`src/rtl/srpp_pkg.sv`:
```
`timescale 1ns / 1ps

package srpp_pkg;

    // Sine period; must be a multiple of four (quarter-wave table).
    localparam int STEPS_PER_PERIOD = 400;
    localparam int QTR_STEPS        = STEPS_PER_PERIOD / 4;
    localparam int PHASE_W          = 9;
    localparam int SIN_TAB_LEN      = QTR_STEPS + 1;
    localparam int SIN_IDX_W        = $clog2(SIN_TAB_LEN);
    localparam int SIN_W            = 31;

    localparam int MEAS_W  = 16;
    localparam int GAIN_W  = 17;
    localparam int PEAK_W  = 15;
    localparam int ERR_W   = 18;
    localparam int COEF_W  = 25;
    localparam int PROD_W  = 43;
    localparam int INC_W   = 45;
    localparam int ACC_W   = 48;
    localparam int CMP_W   = 11;
    localparam int CFG_IDX_W = 2;

    localparam logic [63:0] PI_HALF_Q30 = 64'd1686629713;
    localparam logic [63:0] Q30_ONE     = 64'd1 << 30;

    // Compare scaling: floor(acc / 256000) = floor((acc >> 11) / 125)
    localparam logic signed [ACC_W-1:0] CMP_LO_ACC = 48'sd7168000;    // 28 * 256000
    localparam logic signed [ACC_W-1:0] CMP_HI_ACC = 48'sd351488000;  // 1373 * 256000
    localparam int                 RECIP_W   = 26;
    localparam logic [RECIP_W-1:0] RECIP_125 = 26'd34359739;          // ceil(2^32 / 125)
    localparam logic [CMP_W-1:0]   CMP_MIN   = 11'd28;
    localparam logic [CMP_W-1:0]   CMP_MAX   = 11'd1372;

    // Configuration register indexes
    localparam logic [CFG_IDX_W-1:0] CFG_KP   = 2'd0;
    localparam logic [CFG_IDX_W-1:0] CFG_KI   = 2'd1;
    localparam logic [CFG_IDX_W-1:0] CFG_KD   = 2'd2;
    localparam logic [CFG_IDX_W-1:0] CFG_PEAK = 2'd3;

    // Pipeline stages
    localparam int NUM_STAGES = 9;
    localparam int ST_IN      = 1;
    localparam int ST_SINE    = 2;
    localparam int ST_SCALE   = 3;
    localparam int ST_ERR     = 4;
    localparam int ST_PROD    = 5;
    localparam int ST_INC     = 6;
    localparam int ST_ACC     = 7;
    localparam int ST_RECIP   = 8;
    localparam int ST_OUT     = 9;

    typedef struct packed {
        logic [NUM_STAGES:1] load;
    } t_pipe_ctl;

    typedef logic [SIN_TAB_LEN-1:0][SIN_W-1:0] t_sin_tab;

    // Q30 sine of rr * (pi/2) / STEPS_PER_PERIOD... scaled quarter angle, Taylor to x^9
    function automatic logic [63:0] sin_q30(input logic [63:0] rr);
        logic [63:0] x;
        logic [63:0] x2;
        logic [63:0] t;
        logic [63:0] s;
        begin
            x  = rr * PI_HALF_Q30 / 64'(STEPS_PER_PERIOD);
            x2 = (x * x) >> 30;
            t  = Q30_ONE - x2 / 64'd72;
            t  = Q30_ONE - ((x2 * t) >> 30) / 64'd42;
            t  = Q30_ONE - ((x2 * t) >> 30) / 64'd20;
            t  = Q30_ONE - ((x2 * t) >> 30) / 64'd6;
            s  = (x * t) >> 30;
            if (s > Q30_ONE) begin
                s = Q30_ONE;
            end
            return s;
        end
    endfunction

    function automatic t_sin_tab build_sin_tab();
        t_sin_tab tab;
        begin
            for (int k = 0; k < SIN_TAB_LEN; k++) begin
                tab[k] = SIN_W'(sin_q30(64'(4 * k)));
            end
            return tab;
        end
    endfunction

    localparam t_sin_tab SIN_TAB = build_sin_tab();

endpackage

```
`src/rtl/srpp_pid.sv`:
```
`timescale 1ns / 1ps

// Incremental PID: coefficient products, increment sum, saturating accumulator.
module srpp_pid
    import srpp_pkg::*;
(
    input  logic                    i_clk,
    input  logic                    i_rst_n,
    input  t_pipe_ctl               i_ctl,
    input  logic [GAIN_W-1:0]       i_kp,
    input  logic [GAIN_W-1:0]       i_ki,
    input  logic [GAIN_W-1:0]       i_kd,
    input  logic signed [ERR_W-1:0] i_err,
    input  logic [PHASE_W-1:0]      i_phase,
    output logic signed [ACC_W-1:0] o_acc,
    output logic [PHASE_W-1:0]      o_phase
);

    logic signed [COEF_W-1:0] r_a0;
    logic signed [COEF_W-1:0] r_a1;
    logic signed [ERR_W-1:0]  r_a2;

    logic signed [ERR_W-1:0]  r_e1;
    logic signed [ERR_W-1:0]  r_e2;

    logic signed [PROD_W-1:0] r_p0;
    logic signed [PROD_W-1:0] r_p1;
    logic signed [PROD_W-1:0] r_p2;
    logic [PHASE_W-1:0]       r_s5_phase;

    logic signed [INC_W-1:0]  r_inc;
    logic [PHASE_W-1:0]       r_s6_phase;

    logic signed [ACC_W:0]    w_sum;
    logic signed [ACC_W-1:0]  n_acc;
    logic signed [ACC_W-1:0]  r_acc;
    logic [PHASE_W-1:0]       r_s7_phase;

    // gains in units of 1e-4, refreshed every cycle from the config registers
    always_ff @(posedge i_clk) begin
        r_a0 <= $signed(COEF_W'(i_kp) * COEF_W'(100) + COEF_W'(i_ki) * COEF_W'(10)
                        + COEF_W'(i_kd));
        r_a1 <= -$signed(COEF_W'(i_kp) * COEF_W'(100) + COEF_W'(i_kd) * COEF_W'(2));
        r_a2 <= $signed({1'b0, i_kd});
    end

    always_ff @(posedge i_clk) begin
        if (i_ctl.load[ST_PROD]) begin
            r_p0       <= r_a0 * i_err;
            r_p1       <= r_a1 * r_e1;
            r_p2       <= r_a2 * r_e2;
            r_s5_phase <= i_phase;
        end
    end

    always_ff @(posedge i_clk) begin
        if (!i_rst_n) begin
            r_e1 <= '0;
            r_e2 <= '0;
        end else if (i_ctl.load[ST_PROD]) begin
            r_e1 <= i_err;
            r_e2 <= r_e1;
        end
    end

    always_ff @(posedge i_clk) begin
        if (i_ctl.load[ST_INC]) begin
            r_inc      <= INC_W'(r_p0) + INC_W'(r_p1) + INC_W'(r_p2);
            r_s6_phase <= r_s5_phase;
        end
    end

    // saturate to the 48-bit signed range
    always_comb begin
        w_sum = (ACC_W+1)'(r_acc) + (ACC_W+1)'(r_inc);
        case (w_sum[ACC_W:ACC_W-1])
            2'b01:   n_acc = {1'b0, {(ACC_W-1){1'b1}}};
            2'b10:   n_acc = {1'b1, {(ACC_W-1){1'b0}}};
            default: n_acc = w_sum[ACC_W-1:0];
        endcase
    end

    always_ff @(posedge i_clk) begin
        if (!i_rst_n) begin
            r_acc <= '0;
        end else if (i_ctl.load[ST_ACC]) begin
            r_acc <= n_acc;
        end
    end

    always_ff @(posedge i_clk) begin
        if (i_ctl.load[ST_ACC]) begin
            r_s7_phase <= r_s6_phase;
        end
    end

    assign o_acc   = r_acc;
    assign o_phase = r_s7_phase;

endmodule

```
`config.mk`:
```
export PLATFORM = sky130hd
export DESIGN_NAME = srpp_pid
export DESIGN_NICKNAME = d
export VERILOG_FILES = /design/src/rtl/srpp_pkg.sv /design/src/rtl/srpp_pid.sv
export SDC_FILE = /design/constraint.sdc
export NUM_CORES = 2
export LEC_CHECK = 0
export BUFFER_PORTS_ARGS = -buffer_cell sky130_fd_sc_hd__buf_2
export CORE_UTILIZATION = 55
export DETAILED_ROUTE_END_ITERATION = 16
export PLACE_DENSITY_LB_ADDON = 0.08
export RECOVER_POWER = 50
export SLEW_MARGIN = 20
export SYNTH_ARGS = -nofsm -noshare
export SYNTH_HDL_FRONTEND = slang
export SYNTH_SLANG_ARGS = --single-unit
```
`constraint.sdc`:
```
create_clock -name i_clk -period 11 [get_ports i_clk]
set_input_delay 2.2 -clock i_clk [delete_from_list [all_inputs] [get_ports i_clk]]
set_output_delay 2.2 -clock i_clk [all_outputs]
set_load 0.02 [all_outputs]
```
==> metrics <==
outcome finished with violations; violated checks capacitance limit, slew limit; initial core utilization 55.77%; cell taking the most area after synthesis fa_1; Die Footprint 114000 um2; I/O pin count 146; hpwl dp 128200 um; share of layout cells above drive strength 1 3.275%; # rows 122; Crit path required time 11.32 ns; CP dominant cell by count inv_1; all-layer global routing usage 29.19%; fraction of the mapped netlist area in adder cells 49.93%; Seq/Total Area, Yosys 14.13%; largest cells by area after synthesis fa_1 (38%), ha_1 (12%), edfxtp_1 (9.4%), inv_1 (8.8%), nand2_1 (5.0%); Setup Fix Bufs, Post-CTS 0; Final nets 8479; DRT iter0 DRCs 2692; CP max stage cell clkbuf_1; RR Startpoint r_a1[1]; final hold vios 0; syn avg cell area 9.312 um2; Worst EP arrival 10.12 ns; die width about 340 um; Setup TNS Final 0 ns; largest family of logic cells by synthesized area adder cells; Setup CP Type in2reg; post-CTS sizing 0; I/O Buffers ~140; Worst Hold Endpoint r_s6_phase[3]; Tmin final 9.800 ns; crit-path cells clkbuf_1 -> nand2_1 -> fa_1 -> fa_1 -> inv_1 -> ha_1 -> inv_1 -> fa_1 -> inv_1 -> fa_1 -> inv_1 -> fa_1 -> inv_1 -> ha_1 -> inv_1 -> or3_1 -> or2_2 -> o31ai_1 -> a31oi_1 -> a21oi_1 -> nand4_1 -> nand4b_1 -> a21oi_1 -> xnor2_1; core area roughly 110000 um2; final wirelength 158600 um; Setup violations, final 0; syn nets 8509; total CTS buffers 39; Clock Skew 0.03543 ns; Area Overhead vs Synth 5.130%; vias per cell 5.468; R2R Setup Slk approximately 2.4 ns; Cells after Synth 6655; HP Start r_s5_phase[3]; Register Area 8762 um2; Clk pin slew, worst setup/hold paths ~0.06 ns; Residual DRC 0; clk buf depth 3; DR WL/cell about 19 um; multiplexer area fraction after synthesis 0.5976%; 1st-pass router iterations 6; Simple-Gate Fraction of Synth Area roughly 13%; clock sinks 341; Yosys reg bits 341; Max Cap Viol 6; Compound-Gate Fraction of Synth Area ~8%; die height ~340 um; top-area cell type share of the netlist area approximately two fifths; r2r endpoint r_p2[27]; FMAX between 100 and 150 MHz; Worst setup EP type flop; clk_lat worst skew 0.60 ns; period utilisation layout 89.10%; most frequent cells in the layout inv_1 (1449), fa_1 (1180), nand2_1 (826); Post-synth EDFFs 193; multi-input logic area about 47000 um2; fill count 10.05k; Hold Crit Class reg2reg; hold depth 0; Slew HR -144.9%; Yosys cell types 75; number of antenna violations at the first check in global routing 5; post-synthesis async set-or-reset flop share 0%; count of pins over their slew limit 291; RSZ-0062 raised after global routing no; depth of the CTS H-tree 2; CTS root buf clkbuf_16; largest net degree at the start of global routing 67; TritonCTS clock tree done; routed via count 44.53k; commonest non-fill, non-tap cell in the layout inv_1; GRT overflow 0; Top FF cell, synth edfxtp_1; Synth Area in XOR/XNOR 3.533%; DRT antenna net count 0; YS warnings 0; Max stage delay on crit path 1.15 ns; GPL Wtd Cong 0.9509; hold_buf cts 0; crit-path max FO 26; synthesized area roughly 62000 um2; vias in the first global route 46.81k; Startpoint Class input port; worst reg-to-reg path cell count 21; first-pass GRT wire length 256200 um; Slew @ Worst Pin 3.673 ns
==> critical path: cells and delay by family <==
kind                       cells  cell delay (ns)
adders and majority gates      7             3.27
AOI/OAI and AO/OA              4             1.50
buffers and inverters          7             1.47
and+or+nand+nor                5             1.24
xor gates and xnor gates       1             0.40
==> how the worst max path moves through the flow <==
stage,from,endpoint,cells past startpoint
after global routing,i_err[0],r_p0[42],24
after global placement,i_err[17],r_p0[42],22
after detailed placement,i_err[17],r_p0[42],22
final,i_err[0],r_p0[42],24
after CTS,i_err[17],r_p0[42],22
after floorplan,i_err[9],r_p0[42],24
==> state kept, by name, summed over array words and instances (netlist names) <==
signal	flops
r_a2	16
r_inc	45
o_phase	9
r_p2	36
r_e2	18
o_acc	48
r_e1	18
r_s6_phase	9
r_s5_phase	9
r_p0	43
r_a0	24
r_p1	42
r_a1	24
==> logic make-up after synthesis <==
group	after synthesis
buf+inv	1710
fa+ha+maj	1765
xor+xnor	250
simple gates	1765
compound gates	787
mux	37
flops	341
==> synth_stat cells, types with 23 or more instances <==
cell / instances
nand2b_1: 62
inv_1: 1449
o21ai_0: 173
o21a_1: 36
nor3_1: 34
a211oi_1: 34
fa_1: 1180
o21bai_1: 35
nor2_1: 249
dfxtp_1: 148
and2_1: 433
xnor2_1: 189
nor2b_1: 28
a21oi_1: 258
mux2i_1: 37
ha_1: 585
clkbuf_1: 256
a31oi_1: 23
edfxtp_1: 193
nand2_1: 826
xor2_1: 61
a21o_1: 90
nand3_1: 50
==> routing by layer <==
layer  vias up  global-route usage, %  share of wire, %  wire length (um)
met5         -                      0             0.028                45
met4         6                  9.493               3.7              5898
met3       261                  3.746               6.1              9711
met2      1314                  49.69                48             76430
met1     22561                  38.62                42             66540
li1      20391                      -                 -                 -
==> final cells by class <==
| type | instances | share of cell area (%) |
|---|---|---|
| Multi-Input combinational cell | 4604 | 71.79 |
| Sequential cell | 341 | 13.45 |
| Inverter | 1451 | 8.359 |
| Tap cell | 1488 | 2.858 |
| Clock buffer | 48 | 1.565 |
| Timing Repair Buffer | 188 | 1.483 |
| Clock inverter | 24 | 0.4897 |
| Antenna cell | 1 | 0.003841 |
==> per-stage QoR <==
stage / worst slack (ns) / area (um2) / hold slack (ns) / cells / util [%]
after detailed placement: 1.300 / 63940 / 0.4045 / 8072 / 57.54
after global placement: 1.353 / 63940 / 0.4012 / 8072 / 57.54
after global routing: 0.8235 / 65150 / 0.4185 / 8145 / 58.63
after CTS: 1.902 / 65280 / 0.4176 / 8144 / 58.74
final: 1.200 / 65150 / 0.4118 / 8145 / 58.63
after floorplan: 2.719 / 61970 / 0.4003 / 6655 / -
Power is not shown: default switching activity piles up to over one toggle a cycle in this logic, so the estimate is an artifact.
