**src/rtl/srpp_pkg.sv**
```systemverilog
`timescale 1ns / 1ps

package srpp_pkg;

    // Sine period; must be a multiple of four (quarter-wave table).
    localparam int STEPS_PER_PERIOD = 400;
    localparam int QTR_STEPS        = STEPS_PER_PERIOD / 4;
    localparam int PHASE_W          = 9;
    localparam int SIN_TAB_LEN      = QTR_STEPS + 1;
    localparam int SIN_IDX_W        = $clog2(SIN_TAB_LEN);
    localparam int SIN_W            = 31;

    localparam int MEAS_W  = 16;
    localparam int GAIN_W  = 17;
    localparam int PEAK_W  = 15;
    localparam int ERR_W   = 18;
    localparam int COEF_W  = 25;
    localparam int PROD_W  = 43;
    localparam int INC_W   = 45;
    localparam int ACC_W   = 48;
    localparam int CMP_W   = 11;
    localparam int CFG_IDX_W = 2;

    localparam logic [63:0] PI_HALF_Q30 = 64'd1686629713;
    localparam logic [63:0] Q30_ONE     = 64'd1 << 30;

    // Compare scaling: floor(acc / 256000) = floor((acc >> 11) / 125)
    localparam logic signed [ACC_W-1:0] CMP_LO_ACC = 48'sd7168000;    // 28 * 256000
    localparam logic signed [ACC_W-1:0] CMP_HI_ACC = 48'sd351488000;  // 1373 * 256000
    localparam int                 RECIP_W   = 26;
    localparam logic [RECIP_W-1:0] RECIP_125 = 26'd34359739;          // ceil(2^32 / 125)
    localparam logic [CMP_W-1:0]   CMP_MIN   = 11'd28;
    localparam logic [CMP_W-1:0]   CMP_MAX   = 11'd1372;

    // Configuration register indexes
    localparam logic [CFG_IDX_W-1:0] CFG_KP   = 2'd0;
    localparam logic [CFG_IDX_W-1:0] CFG_KI   = 2'd1;
    localparam logic [CFG_IDX_W-1:0] CFG_KD   = 2'd2;
    localparam logic [CFG_IDX_W-1:0] CFG_PEAK = 2'd3;

    // Pipeline stages
    localparam int NUM_STAGES = 9;
    localparam int ST_IN      = 1;
    localparam int ST_SINE    = 2;
    localparam int ST_SCALE   = 3;
    localparam int ST_ERR     = 4;
    localparam int ST_PROD    = 5;
    localparam int ST_INC     = 6;
    localparam int ST_ACC     = 7;
    localparam int ST_RECIP   = 8;
    localparam int ST_OUT     = 9;

    typedef struct packed {
        logic [NUM_STAGES:1] load;
    } t_pipe_ctl;

    typedef logic [SIN_TAB_LEN-1:0][SIN_W-1:0] t_sin_tab;

    // Q30 sine of rr * (pi/2) / STEPS_PER_PERIOD... scaled quarter angle, Taylor to x^9
    function automatic logic [63:0] sin_q30(input logic [63:0] rr);
        logic [63:0] x;
        logic [63:0] x2;
        logic [63:0] t;
        logic [63:0] s;
        begin
            x  = rr * PI_HALF_Q30 / 64'(STEPS_PER_PERIOD);
            x2 = (x * x) >> 30;
            t  = Q30_ONE - x2 / 64'd72;
            t  = Q30_ONE - ((x2 * t) >> 30) / 64'd42;
            t  = Q30_ONE - ((x2 * t) >> 30) / 64'd20;
            t  = Q30_ONE - ((x2 * t) >> 30) / 64'd6;
            s  = (x * t) >> 30;
            if (s > Q30_ONE) begin
                s = Q30_ONE;
            end
            return s;
        end
    endfunction

    function automatic t_sin_tab build_sin_tab();
        t_sin_tab tab;
        begin
            for (int k = 0; k < SIN_TAB_LEN; k++) begin
                tab[k] = SIN_W'(sin_q30(64'(4 * k)));
            end
            return tab;
        end
    endfunction

    localparam t_sin_tab SIN_TAB = build_sin_tab();

endpackage

```
**src/rtl/srpp_pwm_scale.sv**
```systemverilog
`timescale 1ns / 1ps

// PWM compare: clamp and divide the accumulator by 256000 (shift, then x/125).
module srpp_pwm_scale
    import srpp_pkg::*;
(
    input  logic                    i_clk,
    input  t_pipe_ctl               i_ctl,
    input  logic signed [ACC_W-1:0] i_acc,
    input  logic [PHASE_W-1:0]      i_phase,
    output logic [CMP_W-1:0]        o_compare,
    output logic [PHASE_W-1:0]      o_phase
);

    localparam int X_W  = 18;
    localparam int RP_W = X_W + RECIP_W;

    logic               r_lo;
    logic               r_hi;
    logic [RP_W-1:0]    r_rprod;
    logic [PHASE_W-1:0] r_s8_phase;

    logic [CMP_W-1:0]   w_q;
    logic [CMP_W-1:0]   r_cmp;
    logic [PHASE_W-1:0] r_s9_phase;

    always_ff @(posedge i_clk) begin
        if (i_ctl.load[ST_RECIP]) begin
            r_lo       <= i_acc < CMP_LO_ACC;
            r_hi       <= i_acc >= CMP_HI_ACC;
            // in range the accumulator stays below 2^29
            r_rprod    <= RP_W'(i_acc[X_W+10:11]) * RP_W'(RECIP_125);
            r_s8_phase <= i_phase;
        end
    end

    assign w_q = r_rprod[32+CMP_W-1:32];

    always_ff @(posedge i_clk) begin
        if (i_ctl.load[ST_OUT]) begin
            if (r_lo) begin
                r_cmp <= CMP_MIN;
            end else if (r_hi) begin
                r_cmp <= CMP_MAX;
            end else begin
                r_cmp <= w_q;
            end
            r_s9_phase <= r_s8_phase;
        end
    end

    assign o_compare = r_cmp;
    assign o_phase   = r_s9_phase;

endmodule

```
**config.mk**
```make
export PLATFORM = sky130hd
export DESIGN_NAME = srpp_pwm_scale
export DESIGN_NICKNAME = d
export VERILOG_FILES = /design/src/rtl/srpp_pkg.sv /design/src/rtl/srpp_pwm_scale.sv
export SDC_FILE = /design/constraint.sdc
export NUM_CORES = 1
export LEC_CHECK = 0
export BUFFER_PORTS_ARGS = -buffer_cell sky130_fd_sc_hd__buf_2
export CAP_MARGIN = 20
export CORE_AREA = 5 5 175 177
export DETAILED_ROUTE_END_ITERATION = 8
export DIE_AREA = 0 0 180 182
export GPL_ROUTABILITY_DRIVEN = 0
export PLACE_DENSITY = 0.51
export SYNTH_ARGS = -nofsm -noshare
export SYNTH_HDL_FRONTEND = slang
export SYNTH_SLANG_ARGS = --single-unit
export TNS_END_PERCENT = 100
```
**constraint.sdc**
```tcl
create_clock -name i_clk -period 7.29 [get_ports i_clk]
set_input_delay 1.458 -clock i_clk [delete_from_list [all_inputs] [get_ports i_clk]]
set_output_delay 1.458 -clock i_clk [all_outputs]
set_load 0.03 [all_outputs]
```
==> results of run 1 <==
-- path summary, 6_finish.rpt --
check	from	to	slack, ps	depth (start not counted)
worst max register to register	r_hi	o_compare[4]	6150	1
worst max-delay path	i_acc[27]	r_rprod[40]	410	20
worst min-delay path	r_s8_phase[1]	o_phase[1]	420	0
worst min register to register	r_s8_phase[1]	o_phase[1]	420	0
-- layout make-up --
| cell class | count | area (µm²) | share of cell area, % |
|---|---|---|---|
| multi-input combinational | 535 | 6280 | 63.8 |
| sequential | 42 | 1260 | 12.8 |
| inverter | 269 | 1010 | 10.3 |
| timing repair buffer | 115 | 666 | 6.76 |
| tap | 390 | 488 | 4.96 |
| clock buffer | 6 | 129 | 1.31 |
| clock inverter | 2 | 13.8 | 0.140 |
-- stage by stage --
step	utilization (%)	std cells	cell area, µm²	hold WS, ps	worst slack [ps]
global route	33.8	1359	9840	422	92.5
finish	33.8	1359	9840	419	409
detailed placement	33.4	1351	9700	405	144
global placement	33.4	1351	9700	400	115
floorplan	-	850	8560	400	837
CTS	33.8	1359	9840	418	397
-- sequential cells by signal (all words and copies together) (netlist names) --
| signal | count |
|---|---|
| r_lo | 1 |
| o_compare | 11 |
| r_rprod | 11 |
| r_hi | 1 |
| o_phase | 9 |
| r_s8_phase | 9 |
-- critical path, cell delays in order --
cell and delay (ps):
buf_2 140, buf_4 150, fa_1 500, inv_1 50
fa_1 490, fa_1 540, inv_1 60, fa_1 500
fa_1 580, inv_1 70, fa_1 540, inv_1 70
ha_1 330, a21oi_1 240, a21oi_1 100, o21ai_0 150
nand2_1 110, or2_1 310, o41ai_1 400, nor3b_1 110
-- synthesized netlist by cell type (all sizes together), types with 2 or more instances --
cell / n / share of area (%)
a311oi: 4 / 0.56
nand4: 9 / 0.66
clkbuf: 3 / 0.13
o211ai: 4 / 0.35
nor3: 13 / 0.82
ha: 183 / 27
fa: 133 / 31
o221ai: 4 / 0.41
a41o: 2 / 0.23
a31oi: 4 / 0.29
and4: 3 / 0.34
a21o: 12 / 1.1
nor3b: 2 / 0.18
a21oi: 36 / 2.1
and2: 9 / 0.66
nand2: 23 / 1.0
or4: 2 / 0.18
nand3: 6 / 0.35
inv: 269 / 12
edfxtp: 42 / 15
o21ai: 17 / 1.0
a41oi: 2 / 0.20
or3: 3 / 0.22
nor4: 7 / 0.51
and3: 7 / 0.51
a211oi: 4 / 0.35
o21a: 2 / 0.18
a221oi: 2 / 0.20
nor2: 18 / 0.79
xnor2: 6 / 0.61
or2: 3 / 0.22
-- power groups by stage --
stage	Combinational (mW)	Sequential [mW]	Clock, mW
detailed placement	3.29	0.344	0
global placement	3.28	0.343	0
finish	3.24	0.339	0.207
CTS	3.33	0.339	0.211
floorplan	2.21	0.361	0
global route	3.75	0.343	0.222
-- routing by layer --
layer  up-vias  part of all wire [%]  GRT usage [%]
met1      2971                    47           18.8
met2       146                    47           22.4
met3         7                   5.0           1.52
met4         0                  0.40           1.10
met5         -                     0              0
li1       2955                     -              -
-- logic make-up (layout without fill, tap and decap cells) --
family	Yosys count	count (layout)	share of synthesized area (%)
DFF	42	42	14.7
xor gates and xnor gates	7	7	0.716
and+or+nand+nor	110	110	6.87
buffers and inverters	273	392	12.0
AOI/OAI and AO/OA	101	101	7.76
adders and majority gates	316	316	57.8
muxes	1	1	0.117
==> results by group, run 1 <==
Synth
  – Distinct cell type count of the synthesized netlist: 53
  – Syn avg cell area: 10.1 µm²
  – Synth Register Bits: 42
  – Main synth FF type: edfxtp_1
  – Gate Count Post-Synth: 850
  – Syn_nets: 1233
  – Syn. warnings: 0
  – Async SR Flop Fraction: 0%
  – Post-Syn Area: 8560 µm²
  – Post-synth EDFFs: 42
  – Sequential fraction of the synthesis area: 14.7%

Layout
  – Commonest non-fill, non-tap cells in the layout: inv_1, ha_1, fa_1
  – # diodes: 0
  – Final net count: 1351
  – P&R area growth vs syn: 14.9%
  – Most common cell after layout, fill and taps aside: inv_1
  – Layout cells sized above 1: 13.3%
  – Fillcell total: 3031

Routing
  – Post-DRT Antenna Nets: 0
  – Starting DRT DRC Count: 270
  – Vias: roughly 6100
  – Via density per instance: 4.47
  – DRT Wirelength: 21.0 mm
  – Number of remaining DRC errors: 0
  – Wirelength per Cell: between 15 and 20 µm
  – Pre-antenna DRT Iters: 5

Clock network
  – Hold buffers post-CTS: 0
  – Post-CTS setup buffer count: 0
  – Number of CTS-inserted buffers: 5
  – H-tree levels: 2
  – Post-CTS sizing: 0
  – Clock slew at reported path FFs: ~60 ps
  – Clock Sinks: 42
  – Clock Path Buffers: 2
  – CTS tree: built
  – Clock Latency Late Sink: about 280 ps
  – CTS root buf: clkbuf_16

Floorplan
  – Die span in y: 182 µm
  – Area of the core: 29100 µm²
  – Chip Width: 180 µm
  – # IOs: 87
  – Starting Density: 29.4%
  – Die area: 32800 µm²
  – Rows: 63

Critical path
  – Worst setup SP type: input pin
  – Crit Path Class: input pin to flop
  – CP max FO: 4
  – Worst path arrival time: 6900 ps
  – Required @ worst endpoint: approximately 7300 ps
  – Setup crit end kind: flop

Timing
  – Max_slew headroom: 56.6%
  – Fin crit share: 94.4%
  – RSZ-0062 raised after global routing: no
  – Max frequency: 145 MHz
  – Clock Skew: 5.79 ps
  – Fin. Hold Viols: 0
  – Slew @ Worst Pin: 644 ps
  – Final setup TNS: 0 ps
  – Min Tclk post-route: 6880 ps
  – Final setup viols: 0
  – Fin. max-slew vios: 0

Global route
  – Initial antenna violation count: 0
  – Grt ovf: 0
  – Overall Global Routing Usage: 13.1%
  – Global-route wire length before repair: 34.7 mm
  – Largest net degree at the start of global routing: 23
  – Number of global-route vias before repair: 6445

Placed design
  – DP HPWL: 19.2 mm
  – I/O Buffers: 79

Pwr
  – Switch Pwr: between 1.5 and 2 mW
  – VDD IR-drop max: 0.209 mV
  – Switch share: between 50% and 60%
  – Clock share of power: under 10%
  – Pwr dens: around 390 nW/µm²
  – Tot Pwr: 3.79 mW
  – Logic pwr share: about 86%
  – Pleak: between 5 and 6 nW
  – Seq pwr share: between 8 and 9%
  – Cell internal pwr: 1.82 mW

Hold path
  – Worst hold path class: flop to flop

Outcome
  – Status: finished clean

Job
  – Maxcap violations: 0
(Power assumes the default switching activity.)
==> run 2: changes to the inputs <==
Settings changed: CORE_AREA 5 5 175 177 to 5 5 163 165, DIE_AREA 0 0 180 182 to 0 0 168 170, PLACE_DENSITY 0.51 to 0.56.
==> run 2 against run 1 <==
Effect of this change:
- global-route usage rose by 1.7 points
- flip-flop and latch count is the same
- sequential share of layout area is 0.18 points higher
- sequential power is essentially flat
- cell count down 5.0%
- critical path depth down 1
==> results by group, run 2 (synthesized netlist as in run 1, its figures left out) <==
Clock network
  – Hold buffers post-CTS: 0 (unchanged)
  – Clock Path Buffers: 2 (unchanged)
  – Clock slew at reported path FFs: 60 ps (about the same)
  – Post-CTS sizing: 0 (unchanged)
  – Post-CTS setup buffer count: 0 (unchanged)
  – CTS tree: built (unchanged)
  – Clock Sinks: 42 (unchanged)
  – Clock Latency Late Sink: 280 ps (about the same)
  – Number of CTS-inserted buffers: 5 (unchanged)
  – H-tree levels: 2 (unchanged)
  – CTS root buf: clkbuf_16 (unchanged)

Pwr
  – Tot Pwr: 3.74 mW (was 3.79 mW)
  – Pwr dens: 386 nW/µm² (was 385 nW/µm²)
  – Pleak: 5.13 nW (was 5.17 nW)
  – VDD IR-drop max: 0.247 mV (was 0.209 mV)

Floorplan
  – Die span in y: 170 µm (was 182 µm)
  – Rows: 58 (was 63)
  – # IOs: 87 (unchanged)
  – Die area: 28600 µm² (was 32800 µm²)
  – Chip Width: 168 µm (was 180 µm)
  – Area of the core: 24900 µm² (was 29100 µm²)
  – Starting Density: 34.4% (was 29.4%)

Critical path
  – Crit Path Class: input pin to flop (unchanged)
  – Worst R2R End: o_compare[2] (was o_compare[4])
  – Critical path cell sequence: buf_2 -> inv_1 -> ha_1 -> inv_1 -> fa_1 -> fa_1 -> inv_1 -> fa_1 -> fa_1 -> fa_1 -> inv_1 -> ha_1 -> a21oi_1 -> o21ai_0 -> o21ai_0 -> nand2_1 -> or2_1 -> o41ai_1 -> nor3b_1 (was buf_2 -> buf_4 -> fa_1 -> inv_1 -> fa_1 -> fa_1 -> inv_1 -> fa_1 -> fa_1 -> inv_1 -> fa_1 -> inv_1 -> ha_1 -> a21oi_1 -> a21oi_1 -> o21ai_0 -> nand2_1 -> or2_1 -> o41ai_1 -> nor3b_1)
  – Setup crit end kind: flop (unchanged)
  – Required @ worst endpoint: 7310 ps (about the same)
  – R2r setup slk: 6140 ps (was 6150 ps)
  – Crit path top cell by count: fa_1 (unchanged)
  – Worst-case reg-to-reg path depth: 1 (unchanged)
  – Buf/Inv on CP: 5 (was 6)
  – CP peak stage delay: 560 ps (was 580 ps)
  – Worst path arrival time: 6870 ps (was 6900 ps)
  – Critical R2R Launch: r_hi (unchanged)
  – Slowest stage cell, crit path: fa_1 (unchanged)
  – CP delay by family, top: adder cells (unchanged)
  – CP max FO: 6 (was 4)
  – Worst setup SP type: input pin (unchanged)

Outcome
  – Status: finished clean (unchanged)

Job
  – Maxcap violations: 0 (unchanged)

Layout
  – Layout cells sized above 1: 12.6% (was 13.3%)
  – # diodes: 0 (unchanged)
  – Fillcell total: 2464 (was 3031)
  – Most common cell after layout, fill and taps aside: inv_1 (unchanged)
  – Reg area: 1260 µm² (unchanged)
  – P&R area growth vs syn: 13.4% (was 14.9%)
  – Area of the multi-input gates: 6280 µm² (unchanged)
  – Final net count: 1343 (was 1351)
  – Final core utilization: 39.0% (was 33.8%)
  – Commonest non-fill, non-tap cells in the layout: inv_1, ha_1, fa_1 (unchanged)

Timing
  – Slew @ Worst Pin: 654 ps (was 644 ps)
  – Final setup viols: 0 (unchanged)
  – Fin. Hold Viols: 0 (unchanged)
  – Max frequency: 146 MHz (was 145 MHz)
  – Max_slew headroom: 56.0% (was 56.6%)
  – Min Tclk post-route: 6850 ps (was 6880 ps)
  – RSZ-0062 raised after global routing: no (unchanged)
  – Fin. max-slew vios: 0 (unchanged)
  – Fin crit share: 93.9% (was 94.4%)
  – Clock Skew: 3.21 ps (was 5.79 ps)
  – Final setup TNS: 0 ps (unchanged)

Routing
  – Pre-antenna DRT Iters: 5 (unchanged)
  – DRT Wirelength: 20.5 mm (was 21.0 mm)
  – Via density per instance: 4.72 (was 4.47)
  – Post-DRT Antenna Nets: 0 (unchanged)
  – Starting DRT DRC Count: 329 (was 270)
  – Wirelength per Cell: 15.9 µm (was 15.5 µm)
  – Number of remaining DRC errors: 0 (unchanged)
  – Vias: 6091 (was 6079)

Global route
  – Number of global-route vias before repair: 6383 (was 6445)
  – Grt ovf: 0 (unchanged)
  – Global-route wire length before repair: 33.7 mm (was 34.7 mm)
  – Largest net degree at the start of global routing: 23 (unchanged)
  – Overall Global Routing Usage: 14.8% (was 13.1%)
  – Initial antenna violation count: 0 (unchanged)

Hold path
  – Hold worst-path end: o_phase[4] (was o_phase[1])
  – Worst hold path class: flop to flop (unchanged)
  – WHS Path Cells: 0 (unchanged)
  – Hold Startpoint: r_s8_phase[4] (was r_s8_phase[1])

Placed design
  – I/O Buffers: 79 (unchanged)
  – DP HPWL: 18.6 mm (was 19.2 mm)
[run 2: area by class of cell]
class | count | area share (%)
clock buffers | 5 | 1.29
clock inverters | 3 | 0.168
inverters | 269 | 10.4
multi-input cells | 535 | 64.7
flip-flops and latches | 42 | 13.0
well taps | 330 | 4.25
repair buffers | 107 | 6.24
[run 2: power breakdown]
group | internal (mW) | switching [mW]
Combinational | 1.31 | 1.88
Clock | 0.125 | 0.0811
Sequential | 0.329 | 0.00906
[run 2: how the worst max path moves through the flow]
stage               startpoint          end  slack (ps)  cells past startpoint
detailed placement   i_acc[27]  r_rprod[42]         140                     22
finish               i_acc[27]  r_rprod[40]         440                     19
CTS                  i_acc[27]  r_rprod[40]         400                     19
global placement     i_acc[27]  r_rprod[42]         160                     20
floorplan            i_acc[26]  r_rprod[40]         840                     18
global route         i_acc[27]  r_rprod[34]         100                     21
[run 2: stage by stage]
stage          cells  setup WS (ps)  instance area, µm²  hold slack, ps
4_1_cts         1291            397                9710             418
2_1_floorplan    850            837                8560             400
3_5_place_dp    1283            137                9570             405
5_1_grt         1291           95.9                9710             425
3_3_place_gp    1283            160                9570             401
6_report        1291            443                9710             416
[run 2: routing by layer]
metal	up-vias	wire length [µm]	global-route usage [%]
li1	2949	-	-
met1	2969	9420	21.2
met2	164	9690	24.8
met3	9	1270	2.04
met4	0	161	1.83
met5	-	0	0
