## src/rtl/srpp_pkg.sv

```systemverilog
`timescale 1ns / 1ps

package srpp_pkg;

    // Sine period; must be a multiple of four (quarter-wave table).
    localparam int STEPS_PER_PERIOD = 400;
    localparam int QTR_STEPS        = STEPS_PER_PERIOD / 4;
    localparam int PHASE_W          = 9;
    localparam int SIN_TAB_LEN      = QTR_STEPS + 1;
    localparam int SIN_IDX_W        = $clog2(SIN_TAB_LEN);
    localparam int SIN_W            = 31;

    localparam int MEAS_W  = 16;
    localparam int GAIN_W  = 17;
    localparam int PEAK_W  = 15;
    localparam int ERR_W   = 18;
    localparam int COEF_W  = 25;
    localparam int PROD_W  = 43;
    localparam int INC_W   = 45;
    localparam int ACC_W   = 48;
    localparam int CMP_W   = 11;
    localparam int CFG_IDX_W = 2;

    localparam logic [63:0] PI_HALF_Q30 = 64'd1686629713;
    localparam logic [63:0] Q30_ONE     = 64'd1 << 30;

    // Compare scaling: floor(acc / 256000) = floor((acc >> 11) / 125)
    localparam logic signed [ACC_W-1:0] CMP_LO_ACC = 48'sd7168000;    // 28 * 256000
    localparam logic signed [ACC_W-1:0] CMP_HI_ACC = 48'sd351488000;  // 1373 * 256000
    localparam int                 RECIP_W   = 26;
    localparam logic [RECIP_W-1:0] RECIP_125 = 26'd34359739;          // ceil(2^32 / 125)
    localparam logic [CMP_W-1:0]   CMP_MIN   = 11'd28;
    localparam logic [CMP_W-1:0]   CMP_MAX   = 11'd1372;

    // Configuration register indexes
    localparam logic [CFG_IDX_W-1:0] CFG_KP   = 2'd0;
    localparam logic [CFG_IDX_W-1:0] CFG_KI   = 2'd1;
    localparam logic [CFG_IDX_W-1:0] CFG_KD   = 2'd2;
    localparam logic [CFG_IDX_W-1:0] CFG_PEAK = 2'd3;

    // Pipeline stages
    localparam int NUM_STAGES = 9;
    localparam int ST_IN      = 1;
    localparam int ST_SINE    = 2;
    localparam int ST_SCALE   = 3;
    localparam int ST_ERR     = 4;
    localparam int ST_PROD    = 5;
    localparam int ST_INC     = 6;
    localparam int ST_ACC     = 7;
    localparam int ST_RECIP   = 8;
    localparam int ST_OUT     = 9;

    typedef struct packed {
        logic [NUM_STAGES:1] load;
    } t_pipe_ctl;

    typedef logic [SIN_TAB_LEN-1:0][SIN_W-1:0] t_sin_tab;

    // Q30 sine of rr * (pi/2) / STEPS_PER_PERIOD... scaled quarter angle, Taylor to x^9
    function automatic logic [63:0] sin_q30(input logic [63:0] rr);
        logic [63:0] x;
        logic [63:0] x2;
        logic [63:0] t;
        logic [63:0] s;
        begin
            x  = rr * PI_HALF_Q30 / 64'(STEPS_PER_PERIOD);
            x2 = (x * x) >> 30;
            t  = Q30_ONE - x2 / 64'd72;
            t  = Q30_ONE - ((x2 * t) >> 30) / 64'd42;
            t  = Q30_ONE - ((x2 * t) >> 30) / 64'd20;
            t  = Q30_ONE - ((x2 * t) >> 30) / 64'd6;
            s  = (x * t) >> 30;
            if (s > Q30_ONE) begin
                s = Q30_ONE;
            end
            return s;
        end
    endfunction

    function automatic t_sin_tab build_sin_tab();
        t_sin_tab tab;
        begin
            for (int k = 0; k < SIN_TAB_LEN; k++) begin
                tab[k] = SIN_W'(sin_q30(64'(4 * k)));
            end
            return tab;
        end
    endfunction

    localparam t_sin_tab SIN_TAB = build_sin_tab();

endpackage

```

## src/rtl/srpp_sine_ref.sv

```systemverilog
`timescale 1ns / 1ps

// Reference generation and error: table lookup, peak scaling, rounding, subtract.
module srpp_sine_ref
    import srpp_pkg::*;
(
    input  logic                     i_clk,
    input  t_pipe_ctl                i_ctl,
    input  logic [PEAK_W-1:0]        i_ref_peak,
    input  logic signed [MEAS_W-1:0] i_meas,
    input  logic [PHASE_W-1:0]       i_phase,
    output logic signed [ERR_W-1:0]  o_err,
    output logic [PHASE_W-1:0]       o_phase
);

    logic [1:0]           w_quad;
    logic [PHASE_W-1:0]   w_m;
    logic [PHASE_W-1:0]   w_k;

    logic [SIN_W-1:0]         r_s2_sin;
    logic                     r_s2_neg;
    logic signed [MEAS_W-1:0] r_s2_meas;
    logic [PHASE_W-1:0]       r_s2_phase;

    logic [45:0]              r_s3_prod;
    logic                     r_s3_neg;
    logic signed [MEAS_W-1:0] r_s3_meas;
    logic [PHASE_W-1:0]       r_s3_phase;

    logic [45:0]              w_rnd;
    logic [PEAK_W-1:0]        w_mag;
    logic signed [ERR_W-1:0]  w_ref;

    logic signed [ERR_W-1:0]  r_s4_err;
    logic [PHASE_W-1:0]       r_s4_phase;

    // quadrant and mirrored quarter-wave index
    always_comb begin
        if (i_phase >= PHASE_W'(3 * QTR_STEPS)) begin
            w_quad = 2'd3;
            w_m    = i_phase - PHASE_W'(3 * QTR_STEPS);
        end else if (i_phase >= PHASE_W'(2 * QTR_STEPS)) begin
            w_quad = 2'd2;
            w_m    = i_phase - PHASE_W'(2 * QTR_STEPS);
        end else if (i_phase >= PHASE_W'(QTR_STEPS)) begin
            w_quad = 2'd1;
            w_m    = i_phase - PHASE_W'(QTR_STEPS);
        end else begin
            w_quad = 2'd0;
            w_m    = i_phase;
        end
        w_k = w_quad[0] ? (PHASE_W'(QTR_STEPS) - w_m) : w_m;
    end

    always_ff @(posedge i_clk) begin
        if (i_ctl.load[ST_SINE]) begin
            r_s2_sin   <= SIN_TAB[w_k[SIN_IDX_W-1:0]];
            r_s2_neg   <= w_quad[1];
            r_s2_meas  <= i_meas;
            r_s2_phase <= i_phase;
        end
    end

    always_ff @(posedge i_clk) begin
        if (i_ctl.load[ST_SCALE]) begin
            r_s3_prod  <= 46'(r_s2_sin) * 46'(i_ref_peak);
            r_s3_neg   <= r_s2_neg;
            r_s3_meas  <= r_s2_meas;
            r_s3_phase <= r_s2_phase;
        end
    end

    // round half up on the magnitude, then apply half-wave sign
    always_comb begin
        w_rnd = r_s3_prod + (46'd1 << 29);
        w_mag = w_rnd[44:30];
        w_ref = r_s3_neg ? -$signed({3'b000, w_mag}) : $signed({3'b000, w_mag});
    end

    always_ff @(posedge i_clk) begin
        if (i_ctl.load[ST_ERR]) begin
            r_s4_err   <= w_ref - ERR_W'(r_s3_meas);
            r_s4_phase <= r_s3_phase;
        end
    end

    assign o_err   = r_s4_err;
    assign o_phase = r_s4_phase;

endmodule

```

## config.mk

```make
export PLATFORM = sky130hd
export DESIGN_NAME = srpp_sine_ref
export DESIGN_NICKNAME = d
export VERILOG_FILES = /design/src/rtl/srpp_pkg.sv /design/src/rtl/srpp_sine_ref.sv
export SDC_FILE = /design/constraint.sdc
export NUM_CORES = 1
export LEC_CHECK = 0
export ABC_CLOCK_PERIOD_IN_PS = 6460
export BUFFER_PORTS_ARGS = -buffer_cell sky130_fd_sc_hd__buf_2
export CAP_MARGIN = 10
export CORE_UTILIZATION = 59
export CTS_CLUSTER_DIAMETER = 30
export CTS_CLUSTER_SIZE = 10
export DETAILED_ROUTE_END_ITERATION = 8
export GPL_TIMING_DRIVEN = 0
export PLACE_DENSITY = 0.79
export SYNTH_ARGS = -nofsm -noshare
export SYNTH_HDL_FRONTEND = slang
export SYNTH_SLANG_ARGS = --single-unit
```

## constraint.sdc

```tcl
create_clock -name i_clk -period 6.46 [get_ports i_clk]
set_clock_uncertainty 0.15 [all_clocks]
set_input_delay 0.646 -clock i_clk [delete_from_list [all_inputs] [get_ports i_clk]]
set_output_delay 0.646 -clock i_clk [all_outputs]
set_load 0.005 [all_outputs]
```

==> results.sh, run 1 <==
export IMPL_ys_seq_area_frac=0.158
export IMPL_syn_area_per_cell_um2=9.01
export IMPL_failing_step="global routing (5_1_grt)"
export IMPL_cts_made_buffers=17
export IMPL_ys_async_sr_fraction=0
export IMPL_synth_top_area_share=0.312
export IMPL_start_util=0.601
export IMPL_post_synth_top_count_cell="inv_1"
export IMPL_num_io_pins=77
export IMPL_gp_congestion=1.14
export IMPL_grt_ovfl_total=23
export IMPL_synth_nets=3234
export IMPL_endpoint_type="register data pin"
export IMPL_firstError="[ERROR GRT-0232] Routing congestion too high. Check the congestion heatmap in the GUI."
export IMPL_holdBufCountCts=0
export IMPL_clock_path_buffers=2
export IMPL_yosysTopAreaCell="fa_1"
export IMPL_cts_root_buf="clkbuf_16"
export IMPL_synth_ff_type="edfxtp_1"
export IMPL_grt_total_usage=0.811
export IMPL_grt_max_degree=58
export IMPL_io_buffers=70
export IMPL_cts_htree_levels=4
export IMPL_synth_area_mm2=0.0240
export IMPL_core_rowCount=73
export IMPL_synthTopCellsByCount="inv_1 (420), fa_1 (374), nand2_1 (312)"
export IMPL_die_x_um=204
export IMPL_cts_sinks=126
export IMPL_synthDistinctLibCells=90
export IMPL_antenna_found_initial=29
export IMPL_grt_worst_endpoint="r_s3_prod[44]$_DFFE_PP_/D"
export IMPL_synth_cells=2663
export IMPL_synth_area_leaders="fa_1 (31%), edfxtp_1 (16%), ha_1 (7.7%)"
export IMPL_synth_edff_count=126
export IMPL_ys_ff_latch=126
export IMPL_dieHeight_um=204
export IMPL_status="aborted with a tool error"
export IMPL_dp_hpwl_mm=75.9
export IMPL_place_area_mm2=0.0251
export IMPL_synth_warnings=0
==> per-stage QoR <==
step | std cells | setup WS (ns) | hold slack, ns | TNS, ns
2_1_floorplan | 2663 | -0.0184 | 0.250 | -0.0184
3_3_place_gp | 3258 | -1.88 | 0.252 | -54.69
3_5_place_dp | 3260 | -1.75 | 0.255 | -52.17
4_1_cts | 3343 | -0.313 | 0.229 | -1.62
==> metal layers <==
metal  track usage  overflow
met3         0.742         1
met1         0.805         7
met2         0.921         9
met5         0.629         0
met4         0.743         6
==> kinds of logic after synthesis <==
| kind of cell | count (synthesis) | synth area share |
|---|---|---|
| and+or+nand+nor | 829 | 0.172 |
| buffers and inverters | 604 | 0.0998 |
| adders and majority gates | 521 | 0.389 |
| AOI/OAI and AO/OA | 486 | 0.141 |
| DFF | 126 | 0.158 |
| xor gates and xnor gates | 75 | 0.0294 |
| muxes | 22 | 0.0111 |
==> what timing repair did <==
action | in CTS
pin swaps | 37
resized for setup | 148
endpoints found under the setup margin | 47
buffers inserted | 52
==> run 2, diff against run 1 <==
ABC_CLOCK_PERIOD_IN_PS = 8400   (was 6460)
CORE_UTILIZATION = 40   (was 59)
CTS_CLUSTER_DIAMETER = not set   (was 30)
CTS_CLUSTER_SIZE = not set   (was 10)
PLACE_DENSITY = not set   (was 0.79)
PLACE_DENSITY_LB_ADDON = 0.15   (was not set)
clock period = 8.4 ns   (was 6.46 ns; I/O delays follow)
==> results.sh, run 2 <==
export IMPL_hold_slack_ns=0.268
export IMPL_cts_sinks=126
export IMPL_yosysTopAreaCell="fa_1"
export IMPL_failed_checks="DRC"
export IMPL_gp_congestion=1.06
export IMPL_cts_tree="built"
export IMPL_reg2reg_to="r_s3_prod[44]"
export IMPL_rrSetupSlack_ns=0.46
export IMPL_crit_arrival_ns=8.17
export IMPL_clock_path_buffers=2
export IMPL_synth_cells=2663
export IMPL_worstReg2RegStart="r_s2_sin[10]"
export IMPL_synth_top_area_share=0.312
export IMPL_post_drt_wl_per_cell_um=29.7
export IMPL_die_area_mm2=0.0610
export IMPL_holdBufCountCts=0
export IMPL_vias=21300
export IMPL_post_cts_buffers=0
export IMPL_drtPass1Iterations=8
export IMPL_vias_per_cell=6.01
export IMPL_num_io_pins=77
export IMPL_antenna_found_initial=6
export IMPL_fmax_mhz=122
export IMPL_grt_total_usage=0.353
export IMPL_totalWireLength_mm=105
export IMPL_reg2regPathDepth=21
export IMPL_syn_to_final_growth_pct=8.33
export IMPL_post_synth_top_count_cell="inv_1"
export IMPL_hp_class="reg2reg"
export IMPL_worstSkewPairLatency_ns=0.45
export IMPL_synthTopCellsByCount="inv_1 (420), fa_1 (374), nand2_1 (312)"
export IMPL_post_route_min_period_ns=8.20
export IMPL_synth_warnings=0
export IMPL_max_slew_margin_rel=0.0221
export IMPL_ys_async_sr_fraction=0
export IMPL_coreArea_mm2=0.0591
export IMPL_dr_first_iter_drc_count=1982
export IMPL_crit_path_end="r_s2_sin[14]"
export IMPL_die_x_um=247
export IMPL_synth_nets=3234
export IMPL_status="finished with violations"
export IMPL_grt_pass1_vias=21900
export IMPL_end_kind="flip-flop"
export IMPL_cp_start_kind="input pin"
export IMPL_ant_nets=0
export IMPL_core_rowCount=89
export IMPL_cts_made_buffers=17
export IMPL_grt_ovfl_total=0
export IMPL_crit_start="i_phase[0]"
export IMPL_critPathRequiredTime_ns=8.37
export IMPL_min_from="r_s2_phase[8]"
export IMPL_nNetsFinal=3327
export IMPL_synth_area_mm2=0.0240
export IMPL_grt_pass1_wl_mm=153
export IMPL_finalSetupViolCount=0
export IMPL_synthDistinctLibCells=90
export IMPL_synth_edff_count=126
export IMPL_io_buffers=70
export IMPL_largest_register="r_s2_sin"
export IMPL_grt_max_degree=43
export IMPL_grt_setup_unrepaired="no"
export IMPL_layout_commonest_cell="inv_1"
export IMPL_layout_common_cells="inv_1 (420), fa_1 (374), nand2_1 (312), and2_1 (269), ha_1 (147)"
export IMPL_layout_drive_gt1_share=0.0722
export IMPL_dp_hpwl_mm=80.4
export IMPL_drc=8
export IMPL_synth_area_leaders="fa_1 (31%), edfxtp_1 (16%), ha_1 (7.7%)"
export IMPL_tightest_slew_ns=1.46
export IMPL_synth_ff_type="edfxtp_1"
export IMPL_cts_htree_levels=4
export IMPL_period_share=0.976
export IMPL_syn_area_per_cell_um2=9.01
export IMPL_dieHeight_um=247
export IMPL_largest_register_ffs=31
export IMPL_slew_viol_final=0
export IMPL_ys_seq_area_frac=0.158
export IMPL_worstSetupPathType="in2reg"
export IMPL_worstPathMaxFanout=11
export IMPL_final_hold_violation_count=0
export IMPL_start_util=0.406
export IMPL_cts_root_buf="clkbuf_16"
export IMPL_cap_viol_max_count=0
export IMPL_clk_pin_slew_ns=0.07
export IMPL_cts_resized_gates=0
export IMPL_ys_ff_latch=126
## run 2: cell counts after synthesis
No cell type changed its count.
## run 2: final cells by class
class	instances	area, um2
Antenna cell	1	2.50
Buffer	179	806
Clock buffer	17	425
Clock inverter	15	161
Fill cell	5844	33100
Inverter	424	1590
Multi-Input combinational cell	1933	17800
Sequential cell	126	3780
Tap cell	773	967
Timing Repair Buffer	75	423
## run 2: logic make-up (layout without fill, tap and decap cells)
group / after synthesis / after routing / synth area share
AO/OA/AOI/OAI: 486 / 486 / 0.141
adder cells (fa/ha/maj): 521 / 521 / 0.389
buffers and inverters: 604 / 710 / 0.0998
flip-flops: 126 / 126 / 0.158
AND/OR/NAND/NOR: 829 / 829 / 0.172
multiplexers: 22 / 22 / 0.0111
other: 0 / 1 / 0
XOR/XNOR: 75 / 75 / 0.0294
## run 2: worst min-delay path by stage
stage	cells past startpoint	to	slack (ns)
5_1_grt	0	o_phase[5]	0.27
6_report	0	r_s3_phase[8]	0.27
3_5_place_dp	0	o_phase[6]	0.25
3_3_place_gp	0	r_s3_meas[6]	0.25
4_1_cts	0	r_s3_phase[8]	0.27
2_1_floorplan	0	o_phase[0]	0.25
## run 2: stage by stage
stage / util / std cells / instance area, um2 / setup TNS [ns] / setup WS [ns]
6_report: 0.439 / 3543 / 26000 / 0 / 0.199
5_1_grt: 0.439 / 3542 / 26000 / 0 / 0.158
4_1_cts: 0.439 / 3543 / 26000 / 0 / 0.0529
3_5_place_dp: 0.429 / 3511 / 25400 / -1.90 / -0.426
3_3_place_gp: 0.428 / 3506 / 25300 / -13.97 / -0.814
2_1_floorplan: - / 2663 / 24000 / 0 / 1.49
## run 2: metal layers
layer	up-vias	track usage	wire length, um
met5	-	0	51
met1	10800	0.445	41700
met2	1178	0.560	48200
met4	8	0.194	6430
li1	8959	-	-
met3	363	0.0767	8690
## run 2: worst max-delay path, stage by stage
cell and delay (ns):
buf_2 0.17, buf_2 0.21, inv_1 0.26, clkbuf_1 0.80
clkbuf_1 0.44, buf_8 0.25, ha_1 0.17, clkbuf_1 0.30
a211oi_1 0.17, a21oi_1 0.66, a21oi_4 0.19, mux2i_2 1.04
nand2_1 0.87, o211ai_1 0.40, o21ai_0 0.12, a2111oi_0 1.13
a221oi_2 0.08
Power of run 2 is not shown: default switching activity piles up to over one toggle a cycle in this logic, so the estimate is an artifact.
==> run 3, diff against run 2 <==
CELL_PAD_IN_SITES_DETAIL_PLACEMENT = 1   (was not set)
CELL_PAD_IN_SITES_GLOBAL_PLACEMENT = 2   (was not set)
==> results.sh, run 3 (synthesis results as in run 2) <==
export IMPL_grt_pass1_vias=23100
export IMPL_layout_commonest_cell="inv_1"
export IMPL_dr_first_iter_drc_count=2437
export IMPL_worstSetupPathType="in2reg"
export IMPL_grt_max_degree=58
export IMPL_holdBufCountCts=0
export IMPL_slew_viol_final=0
export IMPL_grt_ovfl_total=0
export IMPL_drc=16
export IMPL_whs_endpoint="o_phase[8]"
export IMPL_core_rowCount=89
export IMPL_cts_htree_levels=4
export IMPL_grt_pass1_wl_mm=161
export IMPL_clk_pin_slew_ns=0.06
export IMPL_grt_util_met3=0.100
export IMPL_utilization=0.439
export IMPL_coreArea_mm2=0.0591
export IMPL_rrSetupSlack_ns=0.33
export IMPL_reg2reg_to="r_s3_prod[44]"
export IMPL_die_area_mm2=0.0610
export IMPL_layout_common_cells="inv_1 (420), fa_1 (374), nand2_1 (312), and2_1 (269), ha_1 (147)"
export IMPL_status="finished with violations"
export IMPL_grt_util_met2=0.549
export IMPL_end_kind="flip-flop"
export IMPL_grt_busiest_layer="met2"
export IMPL_failed_checks="DRC"
export IMPL_drtPass1Iterations=7
export IMPL_min_from="r_s3_phase[8]"
export IMPL_critPathRequiredTime_ns=8.53
export IMPL_largest_register_ffs=31
export IMPL_cap_viol_max_count=0
export IMPL_final_hold_violation_count=0
export IMPL_gp_congestion=1.06
export IMPL_post_drt_wl_per_cell_um=31.3
export IMPL_clock_path_buffers=2
export IMPL_cts_made_buffers=17
export IMPL_min_path_cells=0
export IMPL_io_buffers=70
export IMPL_vias_per_cell=6.19
export IMPL_vias=21900
export IMPL_tightest_slew_ns=1.36
export IMPL_cts_tree="built"
export IMPL_cts_root_buf="clkbuf_16"
export IMPL_nNetsFinal=3324
export IMPL_hp_class="reg2reg"
export IMPL_start_util=0.406
export IMPL_totalWireLength_mm=111
export IMPL_fmax_mhz=119
export IMPL_ant_nets=0
export IMPL_grt_met1_usage=0.512
export IMPL_worstSkewPairLatency_ns=0.44
export IMPL_finalSetupViolCount=0
export IMPL_worstReg2RegStart="r_s2_sin[18]"
export IMPL_syn_to_final_growth_pct=8.14
export IMPL_antenna_found_initial=7
export IMPL_max_slew_margin_rel=0.0941
export IMPL_cp_start_kind="input pin"
export IMPL_dp_hpwl_mm=87.0
export IMPL_dieHeight_um=247
export IMPL_post_route_min_period_ns=8.40
export IMPL_hold_slack_ns=0.266
export IMPL_largest_register="r_s2_sin"
export IMPL_worstPathMaxFanout=17
export IMPL_reg2regPathDepth=21
export IMPL_layout_drive_gt1_share=0.0701
export IMPL_period_share=1.00
export IMPL_crit_arrival_ns=8.52
export IMPL_n_fill_cell=6921
export IMPL_die_x_um=247
export IMPL_cts_sinks=126
export IMPL_grt_setup_unrepaired="no"
export IMPL_grt_total_usage=0.371
export IMPL_num_io_pins=77
run 3: what timing repair did:
item | 4_1_cts | 5_1_grt
setup buffers | 0 | 0
resized for setup | 1 | 7
pin swaps | 0 | 0
endpoints found under the setup margin | 1 | 5
cloned | 0 | 0
run 3: area by class of cell:
type / count / area (um2) / share of cell area
sequential: 126 / 3780 / 0.146
clock buffer: 17 / 425 / 0.0164
clock inverter: 15 / 165 / 0.00637
tap: 773 / 967 / 0.0373
buffer: 179 / 808 / 0.0312
inverter: 424 / 1590 / 0.0614
antenna: 2 / 5.00 / 0.000193
multi-input combinational: 1933 / 17800 / 0.687
timing repair buffer: 72 / 370 / 0.0143
run 3: how the worst max path moves through the flow:
stage / start / endpoint
after floorplan: i_ref_peak[0] / r_s3_prod[44]
after global placement: i_phase[0] / r_s2_sin[24]
final: i_phase[0] / r_s2_sin[24]
after CTS: i_ref_peak[6] / r_s3_prod[44]
after global routing: i_ref_peak[0] / r_s3_prod[43]
after detailed placement: i_phase[0] / r_s2_sin[24]
run 3: worst max-delay path: stages:
cell	delay [ns]
buf_2	0.21
buf_2	0.30
inv_1	0.23
clkbuf_1	0.42
clkbuf_2	0.52
ha_1	0.35
clkbuf_1	0.20
a211oi_1	0.40
a21oi_1	0.34
a211oi_1	0.51
a211o_1	0.28
buf_4	0.22
buf_4	0.20
buf_2	0.31
buf_1	1.00
ha_1	0.61
nor3_1	0.12
a311oi_1	0.83
o21ai_1	0.33
a32oi_1	0.26
run 3: layer usage:
metal | up-vias | wire, um
met4 | 4 | 5020
met3 | 309 | 11800
li1 | 8958 | -
met5 | - | 28
met1 | 11300 | 46700
met2 | 1341 | 47400
run 3: through the flow:
stage	setup TNS (ns)	setup slack (ns)	area, um2	cells
after floorplan	0	1.49	24000	2663
after global placement	-4.63	-0.868	25300	3506
after detailed placement	-3.43	-0.665	25300	3508
after CTS	0	0.0733	25900	3540
after global routing	0	0.147	25900	3539
final	0	0.000683	25900	3541
Power of run 3 is left out for the same reason.
